--- src/sv/b64enc_pkg.sv ---
// Shared types, character constants and the Base64 alphabet for the stream encoder.
package b64enc_pkg;

  localparam int unsigned JobChars = 6;
  localparam int unsigned QueueDepth = 2;

  localparam logic [7:0] CharPad = 8'h3D;
  localparam logic [7:0] CharCr  = 8'h0D;
  localparam logic [7:0] CharLf  = 8'h0A;

  localparam logic [5:0] GroupsPerLineReset = 6'd19;

  // Register addresses (byte address bit 2 selects the register).
  localparam logic RegWrapEnable    = 1'b0;
  localparam logic RegGroupsPerLine = 1'b1;

  // Characters of one job go out from the lowest slot upwards.
  typedef struct packed {
    logic [JobChars-1:0][7:0] chars;
    logic [2:0]               count;
  } job_t;

  function automatic logic [7:0] sextet_char(input logic [5:0] v);
    logic [7:0] c;
    if (v < 6'd26) begin
      c = 8'h41 + {2'b00, v};
    end else if (v < 6'd52) begin
      c = 8'h61 + {2'b00, v - 6'd26};
    end else if (v < 6'd62) begin
      c = 8'h30 + {2'b00, v - 6'd52};
    end else if (v == 6'd62) begin
      c = 8'h2B;
    end else begin
      c = 8'h2F;
    end
    return c;
  endfunction

endpackage

--- src/sv/b64enc_front.sv ---
// Front end: takes bytes, groups them and builds character jobs with line accounting.
module b64enc_front (
  input  logic              clk_i,
  input  logic              rst_ni,
  input  logic              accept_i,
  input  logic [7:0]        data_byte_i,
  input  logic              msg_end_i,
  input  logic              wrap_enable_i,
  input  logic [5:0]        groups_per_line_i,
  output logic              job_valid_o,
  output b64enc_pkg::job_t  job_o
);
  import b64enc_pkg::*;

  logic [1:0] fill_q, fill_d;
  logic [7:0] held0_q, held0_d, held1_q, held1_d;
  logic [5:0] line_q, line_d;
  logic [1:0] fill;
  logic [5:0] line_next;
  logic       line_hit;

  always_comb begin
    fill      = (fill_q == 2'd3) ? 2'd2 : fill_q;
    line_next = line_q + 6'd1;
    line_hit  = (line_next == groups_per_line_i);

    fill_d      = fill_q;
    held0_d     = held0_q;
    held1_d     = held1_q;
    line_d      = line_q;
    job_valid_o = 1'b0;
    job_o       = '0;

    if (fill == 2'd2) begin
      job_o.chars[0] = sextet_char(held0_q[7:2]);
      job_o.chars[1] = sextet_char({held0_q[1:0], held1_q[7:4]});
      job_o.chars[2] = sextet_char({held1_q[3:0], data_byte_i[7:6]});
      job_o.chars[3] = sextet_char(data_byte_i[5:0]);
      job_o.chars[4] = CharCr;
      job_o.chars[5] = CharLf;
      job_o.count    = (line_hit && wrap_enable_i) ? 3'd6 : 3'd4;
    end else if (fill == 2'd0) begin
      job_o.chars[0] = sextet_char(data_byte_i[7:2]);
      job_o.chars[1] = sextet_char({data_byte_i[1:0], 4'b0000});
      job_o.chars[2] = CharPad;
      job_o.chars[3] = CharPad;
      job_o.count    = 3'd4;
    end else begin
      job_o.chars[0] = sextet_char(held0_q[7:2]);
      job_o.chars[1] = sextet_char({held0_q[1:0], data_byte_i[7:4]});
      job_o.chars[2] = sextet_char({data_byte_i[3:0], 2'b00});
      job_o.chars[3] = CharPad;
      job_o.count    = 3'd4;
    end

    if (accept_i) begin
      if (fill == 2'd2 || msg_end_i) begin
        job_valid_o = 1'b1;
        fill_d      = 2'd0;
        held0_d     = '0;
        held1_d     = '0;
        if (msg_end_i) begin
          line_d = '0;
        end else begin
          line_d = line_hit ? 6'd0 : line_next;
        end
      end else begin
        if (fill == 2'd0) begin
          held0_d = data_byte_i;
        end else begin
          held1_d = data_byte_i;
        end
        fill_d = fill + 2'd1;
      end
    end
  end

  always_ff @(posedge clk_i or negedge rst_ni) begin
    if (!rst_ni) begin
      fill_q  <= '0;
      held0_q <= '0;
      held1_q <= '0;
      line_q  <= '0;
    end else begin
      fill_q  <= fill_d;
      held0_q <= held0_d;
      held1_q <= held1_d;
      line_q  <= line_d;
    end
  end

endmodule

--- src/sv/b64enc_queue.sv ---
// Short job queue that decouples the front end from the character serialiser.
module b64enc_queue (
  input  logic              clk_i,
  input  logic              rst_ni,
  input  logic              push_i,
  input  b64enc_pkg::job_t  job_i,
  output logic              full_o,
  input  logic              pop_i,
  output b64enc_pkg::job_t  job_o,
  output logic              empty_o
);
  import b64enc_pkg::*;

  localparam int unsigned PtrW = $clog2(QueueDepth);

  job_t            slots_q [QueueDepth];
  logic [PtrW-1:0] wr_ptr_q, wr_ptr_d, rd_ptr_q, rd_ptr_d;
  logic [PtrW:0]   count_q, count_d;
  logic            do_push, do_pop;

  assign full_o  = (count_q == (PtrW+1)'(QueueDepth));
  assign empty_o = (count_q == '0);
  assign job_o   = slots_q[rd_ptr_q];
  assign do_push = push_i && !full_o;
  assign do_pop  = pop_i && !empty_o;

  always_comb begin
    wr_ptr_d = wr_ptr_q;
    rd_ptr_d = rd_ptr_q;
    count_d  = count_q;
    if (do_push) begin
      wr_ptr_d = (wr_ptr_q == PtrW'(QueueDepth - 1)) ? '0 : wr_ptr_q + PtrW'(1);
    end
    if (do_pop) begin
      rd_ptr_d = (rd_ptr_q == PtrW'(QueueDepth - 1)) ? '0 : rd_ptr_q + PtrW'(1);
    end
    if (do_push && !do_pop) begin
      count_d = count_q + (PtrW+1)'(1);
    end else if (do_pop && !do_push) begin
      count_d = count_q - (PtrW+1)'(1);
    end
  end

  always_ff @(posedge clk_i) begin
    if (do_push) begin
      slots_q[wr_ptr_q] <= job_i;
    end
  end

  always_ff @(posedge clk_i or negedge rst_ni) begin
    if (!rst_ni) begin
      wr_ptr_q <= '0;
      rd_ptr_q <= '0;
      count_q  <= '0;
    end else begin
      wr_ptr_q <= wr_ptr_d;
      rd_ptr_q <= rd_ptr_d;
      count_q  <= count_d;
    end
  end

endmodule

--- src/sv/b64enc_back.sv ---
// Back end: shifts the characters of each job out one per cycle into the output register while it is empty or taken.
module b64enc_back (
  input  logic              clk_i,
  input  logic              rst_ni,
  input  logic              job_empty_i,
  input  b64enc_pkg::job_t  job_i,
  output logic              job_pop_o,
  input  logic              pop_i,
  output logic              empty_o,
  output logic [7:0]        out_char_o,
  output logic              run_last_o
);
  import b64enc_pkg::*;

  logic [JobChars-1:0][7:0] chars_q, chars_d;
  logic [2:0]               remain_q, remain_d;
  logic                     out_valid_q, out_valid_d;
  logic [7:0]               out_char_q, out_char_d;
  logic                     run_last_q, run_last_d;
  logic                     advance, emit, finishing;

  assign empty_o    = !out_valid_q;
  assign out_char_o = out_char_q;
  assign run_last_o = run_last_q;

  always_comb begin
    // The output register can be refilled when it is empty or being taken.
    advance   = !out_valid_q || pop_i;
    emit      = advance && (remain_q != '0);
    finishing = emit && (remain_q == 3'd1);
    job_pop_o = !job_empty_i && ((remain_q == '0) || finishing);

    chars_d     = chars_q;
    remain_d    = remain_q;
    out_valid_d = out_valid_q;
    out_char_d  = out_char_q;
    run_last_d  = run_last_q;

    if (advance) begin
      out_valid_d = emit;
    end
    if (emit) begin
      out_char_d = chars_q[0];
      run_last_d = finishing;
      chars_d    = chars_q >> 8;
      remain_d   = remain_q - 3'd1;
    end
    if (job_pop_o) begin
      chars_d  = job_i.chars;
      remain_d = job_i.count;
    end
  end

  always_ff @(posedge clk_i or negedge rst_ni) begin
    if (!rst_ni) begin
      remain_q    <= '0;
      out_valid_q <= 1'b0;
    end else begin
      remain_q    <= remain_d;
      out_valid_q <= out_valid_d;
    end
  end

  always_ff @(posedge clk_i) begin
    chars_q    <= chars_d;
    out_char_q <= out_char_d;
    run_last_q <= run_last_d;
  end

endmodule

--- src/sv/base64_stream_encoder_unit.sv ---
// Base64 stream encoder: one raw byte per item in, one character per item out.
// The characters of a group pass through the job queue, the serialiser shift register and
// the output register. The serialiser in the back end gives one character per cycle while
// pop does not hold the output register; three bytes give four characters, or six when
// CR LF follows, and the final byte of a short group gives four characters.
// Reset clears held bytes, counters, the job queue and the output register; the registers
// return to wrapping off and nineteen groups per line.
module base64_stream_encoder_unit (
  input  logic        clk_i,
  input  logic        rst_ni,
  input  logic        push,
  output logic        full,
  input  logic [7:0]  data_byte_i,
  input  logic        msg_end_i,
  output logic        empty,
  input  logic        pop,
  output logic [7:0]  out_char_o,
  output logic        run_last_o,
  input  logic        psel,
  input  logic        penable,
  input  logic        pwrite,
  input  logic [2:0]  paddr,
  input  logic [31:0] pwdata,
  output logic [31:0] prdata,
  output logic        pready
);
  import b64enc_pkg::*;

  logic       wrap_enable_q, wrap_enable_d;
  logic [5:0] groups_per_line_q, groups_per_line_d;
  logic       cfg_write;
  logic       accept;
  logic       job_valid;
  job_t       front_job, queue_job;
  logic       queue_full, queue_empty, queue_pop;

  assign pready    = 1'b1;
  assign cfg_write = psel && penable && pwrite && pready;

  always_comb begin
    wrap_enable_d     = wrap_enable_q;
    groups_per_line_d = groups_per_line_q;
    if (cfg_write) begin
      case (paddr[2])
        RegWrapEnable:    wrap_enable_d     = pwdata[0];
        RegGroupsPerLine: groups_per_line_d = pwdata[5:0];
        default:          wrap_enable_d     = wrap_enable_q;
      endcase
    end
  end

  always_comb begin
    case (paddr[2])
      RegWrapEnable:    prdata = {31'b0, wrap_enable_q};
      RegGroupsPerLine: prdata = {26'b0, groups_per_line_q};
      default:          prdata = '0;
    endcase
  end

  always_ff @(posedge clk_i or negedge rst_ni) begin
    if (!rst_ni) begin
      wrap_enable_q     <= 1'b0;
      groups_per_line_q <= GroupsPerLineReset;
    end else begin
      wrap_enable_q     <= wrap_enable_d;
      groups_per_line_q <= groups_per_line_d;
    end
  end

  // Every item is held off while the job queue is full, even one that only gets stored.
  assign full   = queue_full;
  assign accept = push && !full;

  b64enc_front u_front (
    .clk_i             (clk_i),
    .rst_ni            (rst_ni),
    .accept_i          (accept),
    .data_byte_i       (data_byte_i),
    .msg_end_i         (msg_end_i),
    .wrap_enable_i     (wrap_enable_q),
    .groups_per_line_i (groups_per_line_q),
    .job_valid_o       (job_valid),
    .job_o             (front_job)
  );

  b64enc_queue u_queue (
    .clk_i   (clk_i),
    .rst_ni  (rst_ni),
    .push_i  (job_valid),
    .job_i   (front_job),
    .full_o  (queue_full),
    .pop_i   (queue_pop),
    .job_o   (queue_job),
    .empty_o (queue_empty)
  );

  b64enc_back u_back (
    .clk_i       (clk_i),
    .rst_ni      (rst_ni),
    .job_empty_i (queue_empty),
    .job_i       (queue_job),
    .job_pop_o   (queue_pop),
    .pop_i       (pop),
    .empty_o     (empty),
    .out_char_o  (out_char_o),
    .run_last_o  (run_last_o)
  );

endmodule

--- config.mk ---
export PLATFORM = sky130hd
export DESIGN_NAME = base64_stream_encoder_unit
export DESIGN_NICKNAME = d
export VERILOG_FILES = /design/src/sv/b64enc_pkg.sv /design/src/sv/b64enc_front.sv /design/src/sv/b64enc_queue.sv /design/src/sv/b64enc_back.sv /design/src/sv/base64_stream_encoder_unit.sv
export SDC_FILE = /design/constraint.sdc
export NUM_CORES = 1
export LEC_CHECK = 0
export ABC_AREA = 0
export BUFFER_PORTS_ARGS = -buffer_cell sky130_fd_sc_hd__buf_2
export CAP_MARGIN = 20
export CORE_ASPECT_RATIO = 0.7
export CORE_MARGIN = 4
export CORE_UTILIZATION = 30
export DETAILED_ROUTE_END_ITERATION = 12
export SKIP_CTS_REPAIR_TIMING = 1
export SLEW_MARGIN = 20
export SYNTH_ARGS = -nofsm -noshare
export SYNTH_HDL_FRONTEND = slang
export SYNTH_SLANG_ARGS = --single-unit
--- constraint.sdc ---
create_clock -name clk_i -period 2.8 [get_ports clk_i]
set_input_delay 0 -clock clk_i [delete_from_list [all_inputs] [get_ports clk_i]]
set_output_delay 0 -clock clk_i [all_outputs]
set_load 0.02 [all_outputs]
Word level (Yosys, flattened, before mapping)
Memories as Yosys holds them, arrays and structs flattened.
Index checks and enable logic that the tools add are counted.
Word-level totals
  memories kept: 1
  register bits after elaboration: 96
  bits of input ports: 51
  word-level logic and storage cells: 190
  bits in writable memories: 94
Memory list
  u_queue.slots_q: words 2, bits a word 47, read ports 1, clocked after Yosys merged registers in 0, write ports 1, line b64enc_queue.sv:16  | job_t slots_q [QueueDepth];
Operators by class
  bitwise gates (word level): 1
  equal/unequal tests: 12
  add/sub/neg operators: 47
  reduce and logical (&&, ||, !) cells: 31
  multiplexer cells: 55
  order comparisons: 24
Operators by type and width (count)
  2-to-1 mux 8 bit: 28
  adder 7 x 6 -> 8 bit, first input constant: 16
  < comparator 6 bit, second input constant: 16
  2-to-1 mux 48 bit: 2
  case mux 32 bit (2 select lines): 1
  adder 6 x 6 -> 7 bit, first input constant: 8
  < comparator 6 x 5 -> 1 bit, second input constant: 8
  subtractor 6 x 5 -> 6 bit, second input constant: 8
  subtractor 6 bit, second input constant: 8
  == test 6 bit, second input constant: 6
  2-to-1 mux 35 bit: 1
  2-to-1 mux 27 bit: 1
  2-to-1 mux 3 bit: 8
  2-to-1 mux 12 bit: 1
  2-to-1 mux 6 bit: 2
  logical AND 1 bit: 11
  2-to-1 mux 2 bit: 5
  AND reduction 2 bit: 5
  adder 6 x 1 -> 6 bit, second input constant: 1
  == test 2 bit, second input constant: 3
  == test 6 bit: 1
  2-to-1 mux 1 bit: 6
  nonzero test 2 bit: 3
  logical NOT 1 bit: 5
  11 further kinds: 16

Logic depth before layout (Yosys ltp)
Gate-level depths: netlist (run 1).
  word-level depth: 11
  gate-level depth with buffers: 10
  depth with buffers taken out: 9

Cells and area by module
Synthesis (run 1) repeated with hierarchy kept, for this count alone.
Second synthesis, totals
  cell total of the unflattened synthesis: 1008
  area total of the unflattened synthesis: 12200.5 sq um
By module, submodules not included
  b64enc_front: cells an instance 634, area an instance 4797.1 sq um, times used 1
  b64enc_queue: cells an instance 178, area an instance 4129.0 sq um, times used 1
  b64enc_back: cells an instance 144, area an instance 2721.4 sq um, times used 1
  base64_stream_encoder_unit: cells an instance 52, area an instance 553.0 sq um, times used 1

Worst setup path after synthesis (run 1)
Ideal clock, no wire load.
  kind: reg-to-reg
  start point: register u_front.fill_q[1]
  end point: memory u_queue.slots_q[0][10] in the netlist's numbering, enable pin
  stages on the path, launching flop included: 6
  data arrival time: 2296 ps
  path slack: 79 ps
  period minus slack after synthesis: 2721 ps
  library setup time: 425 ps
  required time: 2375 ps
  path through: dfrtp_1 buf_2 or2_2 nand3_1 buf_6 nor2_1
On the way
  word-level cells in the longest chain between the ends: 9
Ends and longest elaborated chain
  start, declared: line b64enc_front.sv:15  | logic [1:0] fill_q, fill_d;
  start signal, assigned: line b64enc_front.sv:85  | fill_q <= fill_d;
  == test 2 bit: line b64enc_front.sv:23  | fill = (fill_q == 2'd3) ? 2'd2 : fill_q;
  2-to-1 mux 2 bit (*): line b64enc_front.sv:23
  == test 2 bit (*): line b64enc_front.sv:57  | if (fill == 2'd2 || msg_end_i) begin
  logical OR 1 bit (*): line b64enc_front.sv:57
  2-to-1 mux 1 bit (*): line b64enc_front.sv:57
  2-to-1 mux 1 bit (*): line b64enc_front.sv:56  | if (accept_i) begin
  logical AND 1 bit (*): line b64enc_queue.sv:24  | assign do_push = push_i && !full_o;
  2-to-1 mux 1 bit (*): line b64enc_queue.sv:45  | if (do_push) begin
  2-to-1 mux 1 bit (implied by the code) (*): line b64enc_queue.sv:46  | slots_q[wr_ptr_q] <= job_i;
  end, declared: line b64enc_queue.sv:16
Every way passes the cells marked *; elsewhere a longest branch is shown, timed or not.

==> results of run 1 <==
## power by group through the flow
stage | sequential, uW | clock (uW) | combinational (uW)
after floorplan | 3990 | 0 | 3130
after global placement | 4230 | 0 | 4140
after detailed placement | 4250 | 0 | 4190
after CTS | 4210 | 2400 | 4210
after global routing | 4310 | 2500 | 4710
final | 4210 | 2340 | 4230
## synth_stat cells, types with 10 or more instances
cell type | instances | share of area
sky130_fd_sc_hd__xnor2_1 | 41 | 0.038
sky130_fd_sc_hd__nor3_1 | 11 | 0.0058
sky130_fd_sc_hd__o21ai_0 | 73 | 0.038
sky130_fd_sc_hd__nor2_1 | 42 | 0.017
sky130_fd_sc_hd__nand3_1 | 16 | 0.0084
sky130_fd_sc_hd__a21oi_1 | 45 | 0.024
sky130_fd_sc_hd__edfxtp_1 | 112 | 0.35
sky130_fd_sc_hd__clkbuf_1 | 28 | 0.011
sky130_fd_sc_hd__mux2i_1 | 38 | 0.040
sky130_fd_sc_hd__dfrtp_1 | 36 | 0.095
sky130_fd_sc_hd__and2_1 | 11 | 0.0072
sky130_fd_sc_hd__inv_1 | 35 | 0.014
sky130_fd_sc_hd__ha_1 | 64 | 0.084
sky130_fd_sc_hd__nand2_1 | 114 | 0.045
sky130_fd_sc_hd__buf_4 | 30 | 0.024
sky130_fd_sc_hd__a211oi_1 | 14 | 0.011
sky130_fd_sc_hd__xor2_1 | 38 | 0.035
sky130_fd_sc_hd__buf_2 | 18 | 0.0095
sky130_fd_sc_hd__nand3b_1 | 10 | 0.0079
## worst max-delay path by stage
| stage | slack, ps | end | cells after the start |
|---|---|---|---|
| after detailed placement | 390 | u_queue.slots_q[1][14] | 8 |
| after CTS | 390 | u_queue.slots_q[1][14] | 8 |
| after global placement | 410 | u_queue.slots_q[1][14] | 8 |
| after floorplan | 80 | u_queue.slots_q[0][10] | 5 |
| final | 340 | u_queue.slots_q[1][23] | 7 |
| after global routing | 110 | u_queue.slots_q[1][21] | 5 |
## registers in the layout, indices dropped and copies added (netlist names), 3 cells and up
name,flops
u_queue.slots_q,68
u_back.remain_q,3
u_front.line_q,6
u_back.out_char_o,8
groups_per_line_q,6
u_front.held0_q,8
u_back.chars_q,35
u_front.held1_q,8
## tightest hold or removal path: stages
cell and delay (ps):
sky130_fd_sc_hd__buf_2 160, sky130_fd_sc_hd__nor4_1 70, sky130_fd_sc_hd__o21ai_0 60, sky130_fd_sc_hd__o211ai_1 90
## routing by layer
| layer | part of all wire | track usage | vias up |
|---|---|---|---|
| li1 | - | - | 3371 |
| met1 | 0.51 | 0.2019 | 3291 |
| met2 | 0.40 | 0.1760 | 173 |
| met3 | 0.075 | 0.04008 | 21 |
| met4 | 0.010 | 0.03059 | 0 |
| met5 | 0 | 0 | - |
## through the flow
step | hold slack (ps) | cells
3_5_place_dp | 215.5 | 1360
3_3_place_gp | 205.2 | 1360
4_1_cts | -267.8 | 1392
2_1_floorplan | -295.6 | 955
5_1_grt | 26.06 | 1404
6_report | -3.217 | 1404
## final cells by class
type / instances / area (um^2)
Inverter: 37 / 138.9
Sequential cell: 151 / 4344
Clock inverter: 15 / 196.4
Tap cell: 420 / 525.5
Timing Repair Buffer: 76 / 530.5
Clock buffer: 17 / 425.4
Multi-Input combinational cell: 688 / 4696
Fill cell: 3198 / 20360
## logic make-up (layout without fill, tap and decap cells)
family / Yosys count / in the layout / synth area share
buffers and inverters: 116 / 145 / 0.06223
AO/OA/AOI/OAI: 218 / 218 / 0.1470
XOR/XNOR: 79 / 79 / 0.07260
flip-flops: 151 / 151 / 0.4557
AND/OR/NAND/NOR: 253 / 253 / 0.1271
other: 2 / 27 / 0.0007880
adder cells (fa/ha/maj): 64 / 64 / 0.08402
multiplexers: 47 / 47 / 0.05054
==> results list, run 1 <==
- The flow ran to the end, but the final reports show violations.
- Violations in the final reports: negative hold slack
- Fraction of the yosys area taken by sequential cells: 0.4557
- Arrival time reported for the critical path endpoint: 2620 ps
* Buffers plus inverters on the worst setup path: 1
- Number of register bits inferred by synthesis: 151
* RePlAce Congestion: ~0.87
- Starting utilization of the core area: 0.3053
- Number of global-route vias before repair: 6302
- For hold timing, the worst endpoint is u_front.line_q[4].
* Worst setup path class: reg2reg
- Clock sink total: between 150 and 200
* Post-DR vias/cell: ~4.9
- Clock network fraction of total power: 0.217
- Across the run, the number of max-cap violations was 0.
- Net switching power of the design: 4383 uW
* Routed WL: between 20000 and 25000 um
- In this run the tightest slew margin relative to its limit is 0.4961.
- Chain of cells forming the critical path: inv_1 > ha_1 > xor2_1 > nor3b_1 > xor2_1 > a21oi_1 > a211oi_1
* Hold Crit Depth: 4
- Worst IR Drop VDD: ~0.57 mV
* Slew at the pin with the worst max-slew slack: ~750 ps
* DRT iter0 DRCs: a little over 600
* Number of warnings reported in the yosys synthesis log: 0
- The largest single stage delay on the critical path is 550 ps.
- Across the routed clock network, the largest skew measured is 12.98 ps.
- Share of total power in combinational logic: 0.392
- The worst register-to-register path begins at u_front.held1_q[0].
* Core region area: 0.03121 mm^2
* Areal power density over the cells: 993.1 mW/mm^2
- Tracing the worst setup path back leads to its startpoint at u_front.held1_q[0].
- Setup violations remaining at the end of the flow were counted as 0.
- Adding up every negative setup slack in the final design gives 0 ps.
* Smallest hold slack: -3.217 ps
- Area of the mapped netlist: around 0.0095 mm^2
- Proportion of power drawn by flip-flops and latches: 0.391
- In this run the horizontal extent of the chip is 221.0 um.
- Clock tree synthesis inserted a total of 17 buffers.
- Averaged over all synthesized cells, the footprint is 10.25 um^2.
- # IOs: 95
* CTS tree: yes
- Final ANT Viol Nets: 0
- Critical path's slowest cell: sky130_fd_sc_hd__a211oi_1
- The library cells used most frequently in the layout, excluding fill and tap cells, are 114 x sky130_fd_sc_hd__nand2_1, 112 x sky130_fd_sc_hd__edfxtp_1, 73 x sky130_fd_sc_hd__o21ai_0.
* First-pass GRT wire length: 35600 um
- Of the available clock period, the critical path in the final layout requires 0.8780.
* Primary flip-flop cell chosen by synthesis mapping: sky130_fd_sc_hd__edfxtp_1
* Most frequent standard cell in the layout excluding fill and tap cells: sky130_fd_sc_hd__nand2_1
- Gate family responsible for the most delay along the worst path: compound AO/OA/AOI/OAI gates
- Depth of the most critical reg-to-reg path: 7
* Crit start category: flip-flop
- Fmax: 406.8 MHz
* Share of the core filled with cells: 0.3478
- Of the total power, the share spent switching nets is 0.4065.
- In this run, distinct cell masters in the synthesized netlist total 70.
* Type of destination of the critical path: flip-flop
- Type of the worst min-delay path: in2reg
* Layout-stage area growth over the synthesis result: 13.92%
- TritonRoute pass-1 iters: 5
- End of the worst register-to-register path: u_queue.slots_q[1][23]
- Slew Limit Fails: 0
- After synthesis, the share of flip-flops with an asynchronous set or reset is 0.2583.
- Post-place instance area: about 0.010 mm^2
- Crit path required time: about 3000 ps
- Port bufs: 39
- The HPWL after detailed placement is around 17000 um.
- Bufs on Longest Clock Path: 2
* Gate count of the mapped netlist: slightly above 900
- Total DRC errors in the routed layout: 0
- Global route total overflow: 0
* Number of enable-type register cells in the synthesized netlist: 112
- In this run the core area contains 54 standard-cell rows.
* Number of antenna violations at the first check in global routing: 1
- Prior to clock tree synthesis, the placed netlist has a worst setup slack of between 300 and 400 ps.
- Proportion of layout cells with a drive suffix above 1: 0.1230
* Fin nets: between 1000 and 1500
* Maximum number of pins on one net before global-route repair: 61
* Register-to-register setup slack: 340 ps
- Setup repair after global routing left no endpoint under its margin.
- Start point of the worst hold path: msg_end_i
* Maximum level of the CTS H-tree: 4
* Time the final worst path needs with I/O delays and setup: 2458 ps
* Largest fanout on the critical path: 7
- Count of endpoints failing hold in the final timing report: 1
* Number of vias after detailed routing: about 6900
* DR WL/cell: ~16 um
* Final setup margin: around 340 ps
* Most used cell along the critical path: sky130_fd_sc_hd__xor2_1
- Leakage power: 0.004361 uW
* Internal Power: 6399 uW
- After clock tree synthesis, the clock-pin slew on the worst setup and hold paths is 70 ps.
- Cell chosen for the clock root: sky130_fd_sc_hd__clkbuf_16
- Total GRT Usage: 0.1307
- Die height: about 160 um
- Total Die Area: 0.03473 mm^2
- Clock latency on the worst-skew pair: 450 ps
* Total power: 10780 uW
- Inserted Diodes: 0
- After routing the design area is 0.01086 mm^2.
No activity file was read; power rests on OpenSTA's default activity.
==> run 2: changes to the inputs <==
==> constraint.sdc (replaced) <==
create_clock -name clk_i -period 2.1 [get_ports clk_i]
set_input_delay 0 -clock clk_i [delete_from_list [all_inputs] [get_ports clk_i]]
set_output_delay 0 -clock clk_i [all_outputs]
set_load 0.02 [all_outputs]
==> run 2 against run 1 <==
  * The flow now finishes without violations
  * Utilization rose by 2.1 points
  * Sequential share of layout area fell by 2.3 points
  * Die area did not move
  * Count of clock-buffer cells in the layout rose by 3
  * Clock power rose by 28%
  * Flip-flop and latch count did not move
  * Maximum frequency rose by 19%
  * Non-clock buffer count rose by 67
  * Via count rose by 4.0%
  * Setup slack got worse by 310 ps
  * Cell area rose by 6.1%
  * Combinational power rose by 63%
==> results list, run 2 (synthesis gave the netlist of run 1 again) <==
- Status: finished, final reports clean (was finished, violations left).
* Number of antenna violations at the first check in global routing: 0 (was 1)
* Maximum number of pins on one net before global-route repair: 36 (was 61)
* Largest fanout on the critical path: 5 (was 7)
- Relative slew margins: 0.6483 (was 0.4961)
- Clock latency on the worst-skew pair: 440 ps (was 450 ps)
* Period utilization: 0.9839 (was 0.8780)
* Type of the worst min-delay path: in2reg (unchanged)
- Core region area: 0.03121 mm^2 (unchanged)
- Type of destination of the critical path: flip-flop (unchanged)
- The floorplan die area was 0.03473 mm^2 (unchanged).
- The fraction of layout cells with a size suffix above 1 is 0.2086 (was 0.1230).
* Register bank with the most flops: u_queue.slots_q (unchanged)
- Maximum level of the CTS H-tree: 4 (unchanged)
- Endpoints failing setup: 0 (unchanged)
* Worst IR Drop VDD: 0.8372 mV (was 0.5691 mV)
* Number of filler cells placed in the layout: 3154 (was 3198)
- Port bufs: 39 (unchanged)
* Share of the core filled with cells: 0.3690 (was 0.3478)
* Leakage power: 0.004716 uW (was 0.004361 uW)
- Number of max-cap violations: 0 (unchanged)
- Total CTS buffers: 17 (unchanged)
- The final RePlAce weighted congestion is 0.9585 (was 0.8738).
- The measured slew at the worst slew-check pin was 527.5 ps (was 754.2 ps).
- The number of top-level design ports came to 95 (unchanged).
- First-pass GRT wire length: 37810 um (was 35600 um)
- Worst setup path class: reg2reg (unchanged)
- Largest registers: u_queue.slots_q (68), u_back.chars_q (35) (unchanged).
- Clock sink total: 151 (unchanged)
- Most frequent standard cell in the layout excluding fill and tap cells: sky130_fd_sc_hd__nand2_1 (unchanged)
* TritonRoute pass-1 iters: 5 (unchanged)
- The effective utilization at floorplan was 0.3053 (unchanged).
- Slew Limit Fails: 0 (unchanged)
- The required time of the critical path came to 2250 ps (was 2960 ps).
- Multi-input logic area: 0.004860 mm^2 (was 0.004696 mm^2)
- Fmax: 484.0 MHz (was 406.8 MHz)
* Post-place instance area: 0.01069 mm^2 (was 0.01011 mm^2)
* Fin nets: 1153 (was 1086)
* Die height: 157.1 um (unchanged)
* Most used cells in the layout excluding fill and tap cells: 113 x sky130_fd_sc_hd__nand2_1, 112 x sky130_fd_sc_hd__edfxtp_1, 88 x sky130_fd_sc_hd__buf_4 (was 114 x sky130_fd_sc_hd__nand2_1, 112 x sky130_fd_sc_hd__edfxtp_1, 73 x sky130_fd_sc_hd__o21ai_0)
* Crit start category: flip-flop (unchanged)
- Num rows: 54 (unchanged)
- The overall via count from detail_route is 7129 (was 6856).
* Time the final worst path needs with I/O delays and setup: 2066 ps (was 2458 ps)
- Global route total overflow: 0 (unchanged)
- The data arrival time of the worst path was 2210 ps (was 2620 ps).
* Count of endpoints failing hold in the final timing report: 0 (was 1)
- The via count of the first global-routing pass is 6628 (was 6302).
- The final instance area came to 0.01152 mm^2 (was 0.01086 mm^2).
- Cell chosen for the clock root: sky130_fd_sc_hd__clkbuf_16 (unchanged)
* Worst Skew: 14.13 ps (was 12.98 ps)
- Bufs on Longest Clock Path: 2 (unchanged)
* Detailed-placement wirelength estimate: 17780 um (was 16660 um)
- DR WL/cell: 16.34 um (was 16.33 um)
- RSZ-0062 raised after global routing: true (was false).
* Clock Pin Slew Worst Setup and Hold Paths: 60 ps (was 70 ps)
- The CTS tree is yes (unchanged).
- Layout-stage area growth over the synthesis result: 20.86% (was 13.92%)
- The die extent in x was 221.0 um (unchanged).
- Routed WL: 24020 um (was 22930 um)
- Setup total negative slack: 0 ps (unchanged)
- The average via count per standard cell is 4.850 (was 4.883).
* Areal power density over the cells: 1325 mW/mm^2 (was 993.1 mW/mm^2)
- Inserted Diodes: 0 (unchanged)
* DRT iter0 DRCs: 546 (was 615)
- The count of placed standard cells in the final layout, fillers left out came to 1470 (was 1404).
- The global routing usage summed across all routing layers is 0.1382 (was 0.1307).
- The area used by sequential logic in the layout was 0.004347 mm^2 (was 0.004344 mm^2).
* Total DRC errors in the routed layout: 0 (unchanged)
* Placed cell count: 1427 (was 1360)
* Max FFs per register: 68 (unchanged)
- The number of nets with antenna violations after detailed routing is 0 (unchanged).
## run 2: cell count changes in the layout (fill, tap and decap cells not counted), moves of 6 or more
cell / previous run / this run
sky130_fd_sc_hd__clkinv_8: 7 / 0
sky130_fd_sc_hd__o21ai_0: 73 / 67
sky130_fd_sc_hd__a21oi_1: 45 / 39
sky130_fd_sc_hd__o21ai_1: 2 / 8
sky130_fd_sc_hd__buf_4: 24 / 88
sky130_fd_sc_hd__a21oi_2: 2 / 8
## run 2: path summary, 6_finish.rpt
kind | from | to | slack [ps] | depth (start not counted)
max reg2reg | u_front.held1_q[6] | u_queue.slots_q[1][16] | 30 | 7
max in group asynchronous | rst_ni | u_queue.rd_ptr_q | 1430 | 3
min in group asynchronous | rst_ni | u_front.held0_q[2] | 70 | 2
min | paddr[2] | wrap_enable_q | 20 | 3
min reg2reg | u_back.chars_q[4] | u_back.out_char_o[4] | 420 | 0
max | u_front.held1_q[6] | u_queue.slots_q[1][16] | 30 | 7
## run 2: cell type report
cell class                      count  area share
Clock inverter                     11     0.01086
Sequential cell                   151      0.3774
Clock buffer                       20     0.03791
Tap cell                          420     0.04562
Timing Repair Buffer              143     0.09429
Inverter                           37     0.01206
Multi-Input combinational cell    688      0.4219
## run 2: routing by layer
metal | global-route usage | vias up | wire (um)
met5 | 0 | - | 0
met4 | 0.02851 | 0 | 176
met3 | 0.04456 | 15 | 1772
met2 | 0.1847 | 206 | 9710
met1 | 0.2148 | 3408 | 12360
li1 | - | 3500 | -
## run 2: where the power goes
group	switching [uW]	internal [uW]
Clock	1250	1750
Sequential	597	4790
Combinational	4080	2800
## run 2: worst max-delay path, cell delays in order (launching register included)
cell and delay (ps):
sky130_fd_sc_hd__dfrtp_1 440, sky130_fd_sc_hd__inv_2 130, sky130_fd_sc_hd__ha_2 220, sky130_fd_sc_hd__and3b_2 240, sky130_fd_sc_hd__nor3_2 130, sky130_fd_sc_hd__a22oi_2 90
sky130_fd_sc_hd__o21a_1 190, sky130_fd_sc_hd__a221o_1 350
## run 2: per-stage QoR
step                hold WS (ps)  power (uW)  setup slack, ps
floorplan                 -295.6        9492           -3.362
global placement           10.03       11810           -13.09
global route               24.23       16370           -84.13
finish                     24.80       15260            33.91
detailed placement         17.20       11930           -65.68
CTS                       -460.0       14990           -122.7
==> run 3: changes to the inputs <==
--- a/config.mk
+++ b/config.mk
@@ -10,7 +10,7 @@
 export CAP_MARGIN = 20
 export CORE_ASPECT_RATIO = 0.7
 export CORE_MARGIN = 4
-export CORE_UTILIZATION = 30
+export CORE_UTILIZATION = 40
 export DETAILED_ROUTE_END_ITERATION = 12
 export SKIP_CTS_REPAIR_TIMING = 1
 export SLEW_MARGIN = 20
==> run 3 against run 2 <==
  * Utilization is 13 points higher
  * Global-route usage is 3.9 points higher
  * Maximum frequency is 0.35% higher
  * Register-to-register slack hardly changed
  * Power is 1.1% lower
==> results list, run 3 (synthesis gave the netlist of run 1 again) <==
* Number of global-route vias before repair: 6604 (was 6628)
* Die height: 137.1 um (was 157.1 um)
- The number of top-level design ports was 95 (unchanged).
- Number of max-cap violations: 0 (unchanged)
* Crit path required time: 2240 ps (was 2250 ps)
- RSZ-0062 raised after global routing: true (unchanged)
- The sequential group share of total power is 0.356 (was 0.353).
- The CTS tree is yes (unchanged).
* Maximum number of pins on one net before global-route repair: 49 (was 36)
- Worst slack, placed: -106.5 ps (was -65.68 ps)
* Largest fanout on the critical path: 4 (was 5)
- Num rows: 46 (was 54)
- Arrival time reported for the critical path endpoint: 2200 ps (was 2210 ps)
- The number of pins with negative max-slew slack in the final report was 0 (unchanged).
- Global route total overflow: 0 (unchanged)
- The internal cell power is 9245 uW (was 9334 uW).
- Detailed-placement wirelength estimate: 16890 um (was 17780 um)
- The final RePlAce weighted congestion was 0.9052 (was 0.9585).
* Largest registers: u_queue.slots_q (68), u_back.chars_q (35) (unchanged)
- Status: finished, final reports clean (unchanged)
- The proportion of power drawn by combinational gates was 0.446 (was 0.451).
* Total CTS buffers: 17 (unchanged)
- The power per cell area came to 1323 mW/mm^2 (was 1325 mW/mm^2).
- Count of endpoints failing hold in the final timing report: 0 (unchanged)
- Clock latency on the worst-skew pair: 420 ps (was 440 ps)
* Total power: 15090 uW (was 15260 uW)
- The hold slack was 24.22 ps (was 24.80 ps).
* Worst setup path class: reg2reg (unchanged)
- The layout filler cell count came to 2093 (was 3154).
* Bufs on Longest Clock Path: 2 (unchanged)
- The final period demand of the worst path was 2059 ps (was 2066 ps).
* Final setup margin: 41.13 ps (was 33.91 ps)
- The net switching power came to 5844 uW (was 5925 uW).
- The floorplan die area was 0.02640 mm^2 (was 0.03473 mm^2).
- Most used cells in the layout excluding fill and tap cells: 112 x sky130_fd_sc_hd__nand2_1, 112 x sky130_fd_sc_hd__edfxtp_1, 99 x sky130_fd_sc_hd__buf_4 (was 113 x sky130_fd_sc_hd__nand2_1, 112 x sky130_fd_sc_hd__edfxtp_1, 88 x sky130_fd_sc_hd__buf_4)
- The detailed-routing iteration count for the pre-antenna-repair pass was 5 (unchanged).
- Worst Skew: 13.35 ps (was 14.13 ps)
- The number of antenna cells inserted was 0 (unchanged).
- The count of input and output buffers was 39 (unchanged).
* Number of vias after detailed routing: 7106 (was 7129)
- The number of nets with antenna violations after detailed routing is 0 (unchanged).
- The endpoint type of the worst setup path is a flip-flop (unchanged).
- Layout-stage area growth over the synthesis result: 19.64% (was 20.86%)
- Max FFs per register: 68 (unchanged)
- The largest voltage drop on the vdd net was 0.6009 mV (was 0.8372 mV).
- Fin nets: 1162 (was 1153)
- The worst min-delay path category is in2reg (unchanged).
- Routed WL: 22990 um (was 24020 um)
* Cell chosen for the clock root: sky130_fd_sc_hd__clkbuf_16 (unchanged)
- Total GRT Usage: 0.1771 (was 0.1382)
- Crit start category: flip-flop (unchanged)
- The reported leakage power is 0.004767 uW (was 0.004716 uW).
- Finished layout cell area: 0.01140 mm^2 (was 0.01152 mm^2)
* Total DRC errors in the routed layout: 0 (unchanged)
* Period utilization: 0.9804 (was 0.9839)
- Die span in x: 192.5 um (was 221.0 um)
* Clock sink total: 151 (unchanged)
- DR WL/cell: 16.75 um (was 16.34 um)
- First-pass GRT wire length: 36290 um (was 37810 um)
- Share of total power consumed by net switching: 0.3873 (was 0.3883)
* Clock Pin Slew Worst Setup and Hold Paths: 60 ps (about the same)
* Fmax: 485.7 MHz (was 484.0 MHz)
- Post-place instance area: 0.01057 mm^2 (was 0.01069 mm^2)
- The relative slew slack came to 0.5852 (was 0.6483).
* Clock network fraction of total power: 0.197 (was 0.196)
* Starting utilization of the core area: 0.4140 (was 0.3053)
* DRT iter0 DRCs: 615 (was 546)
- The initial antenna violation count came to 0 (unchanged).
- Proportion of layout cells with a drive suffix above 1: 0.2142 (was 0.2086)
- The placeable core region came to 0.02302 mm^2 (was 0.03121 mm^2).
- The H-tree depth was 4 (unchanged).
- Register bank with the most flops: u_queue.slots_q (unchanged)
* Slew at the pin with the worst max-slew slack: 606.5 ps (was 527.5 ps)
- The average via count per standard cell came to 5.179 (was 4.850).
* Endpoints failing setup: 0 (unchanged)
-- run 3: critical path, stage by stage (launching register included) --
cell                      delay [ps]
sky130_fd_sc_hd__dfrtp_1         430
sky130_fd_sc_hd__inv_2           110
sky130_fd_sc_hd__ha_1            200
sky130_fd_sc_hd__and3b_1         200
sky130_fd_sc_hd__nor3_1          180
sky130_fd_sc_hd__a22oi_1         110
sky130_fd_sc_hd__o21a_1          210
sky130_fd_sc_hd__a221o_1         340
-- run 3: per-layer routing --
layer | GRT usage | vias to the layer above | part of all wire
met3 | 0.03468 | 8 | 0.065
met1 | 0.2810 | 3360 | 0.51
met5 | 0 | - | 0
li1 | - | 3512 | -
met2 | 0.2493 | 226 | 0.42
met4 | 0.03444 | 0 | 0.0045
-- run 3: worst paths after layout --
| check | from | end | slack [ps] | cells past startpoint |
|---|---|---|---|---|
| setup / recovery | u_front.held1_q[6] | u_queue.slots_q[1][16] | 40 | 7 |
| hold / removal | msg_end_i | u_front.line_q[3] | 20 | 4 |
| min in group asynchronous | rst_ni | u_front.held0_q[3] | 90 | 2 |
| hold reg to reg | u_back.chars_q[6] | u_back.out_char_o[6] | 420 | 0 |
| setup reg to reg | u_front.held1_q[6] | u_queue.slots_q[1][16] | 40 | 7 |
| max in group asynchronous | rst_ni | groups_per_line_q[4] | 1400 | 3 |
-- run 3: layout make-up --
cell class | count | area [um^2] | area share
clock inverters | 14 | 141.4 | 0.01240
flip-flops and latches | 151 | 4345 | 0.3811
clock buffers | 18 | 429.2 | 0.03764
repair buffers | 152 | 1139 | 0.09986
multi-input cells | 688 | 4815 | 0.4223
inverters | 37 | 142.6 | 0.01251
well taps | 312 | 390.4 | 0.03424
-- run 3: power groups by stage --
stage / registers [uW] / logic, uW / clock network (uW)
after global placement: 5400 / 6350 / 0
after global routing: 5500 / 7430 / 3180
after detailed placement: 5430 / 6380 / 0
final: 5380 / 6740 / 2980
after floorplan: 5310 / 4190 / 0
after CTS: 5370 / 6410 / 3050
-- run 3: metrics by stage --
step / utilization / TNS (ps) / cells
finish: 0.4953 / 0 / 1372
global route: 0.4953 / -175.2 / 1372
CTS: 0.4838 / -790.7 / 1355
detailed placement: 0.4590 / -530.2 / 1323
global placement: 0.4590 / -275.3 / 1323
floorplan: - / -3.362 / 955
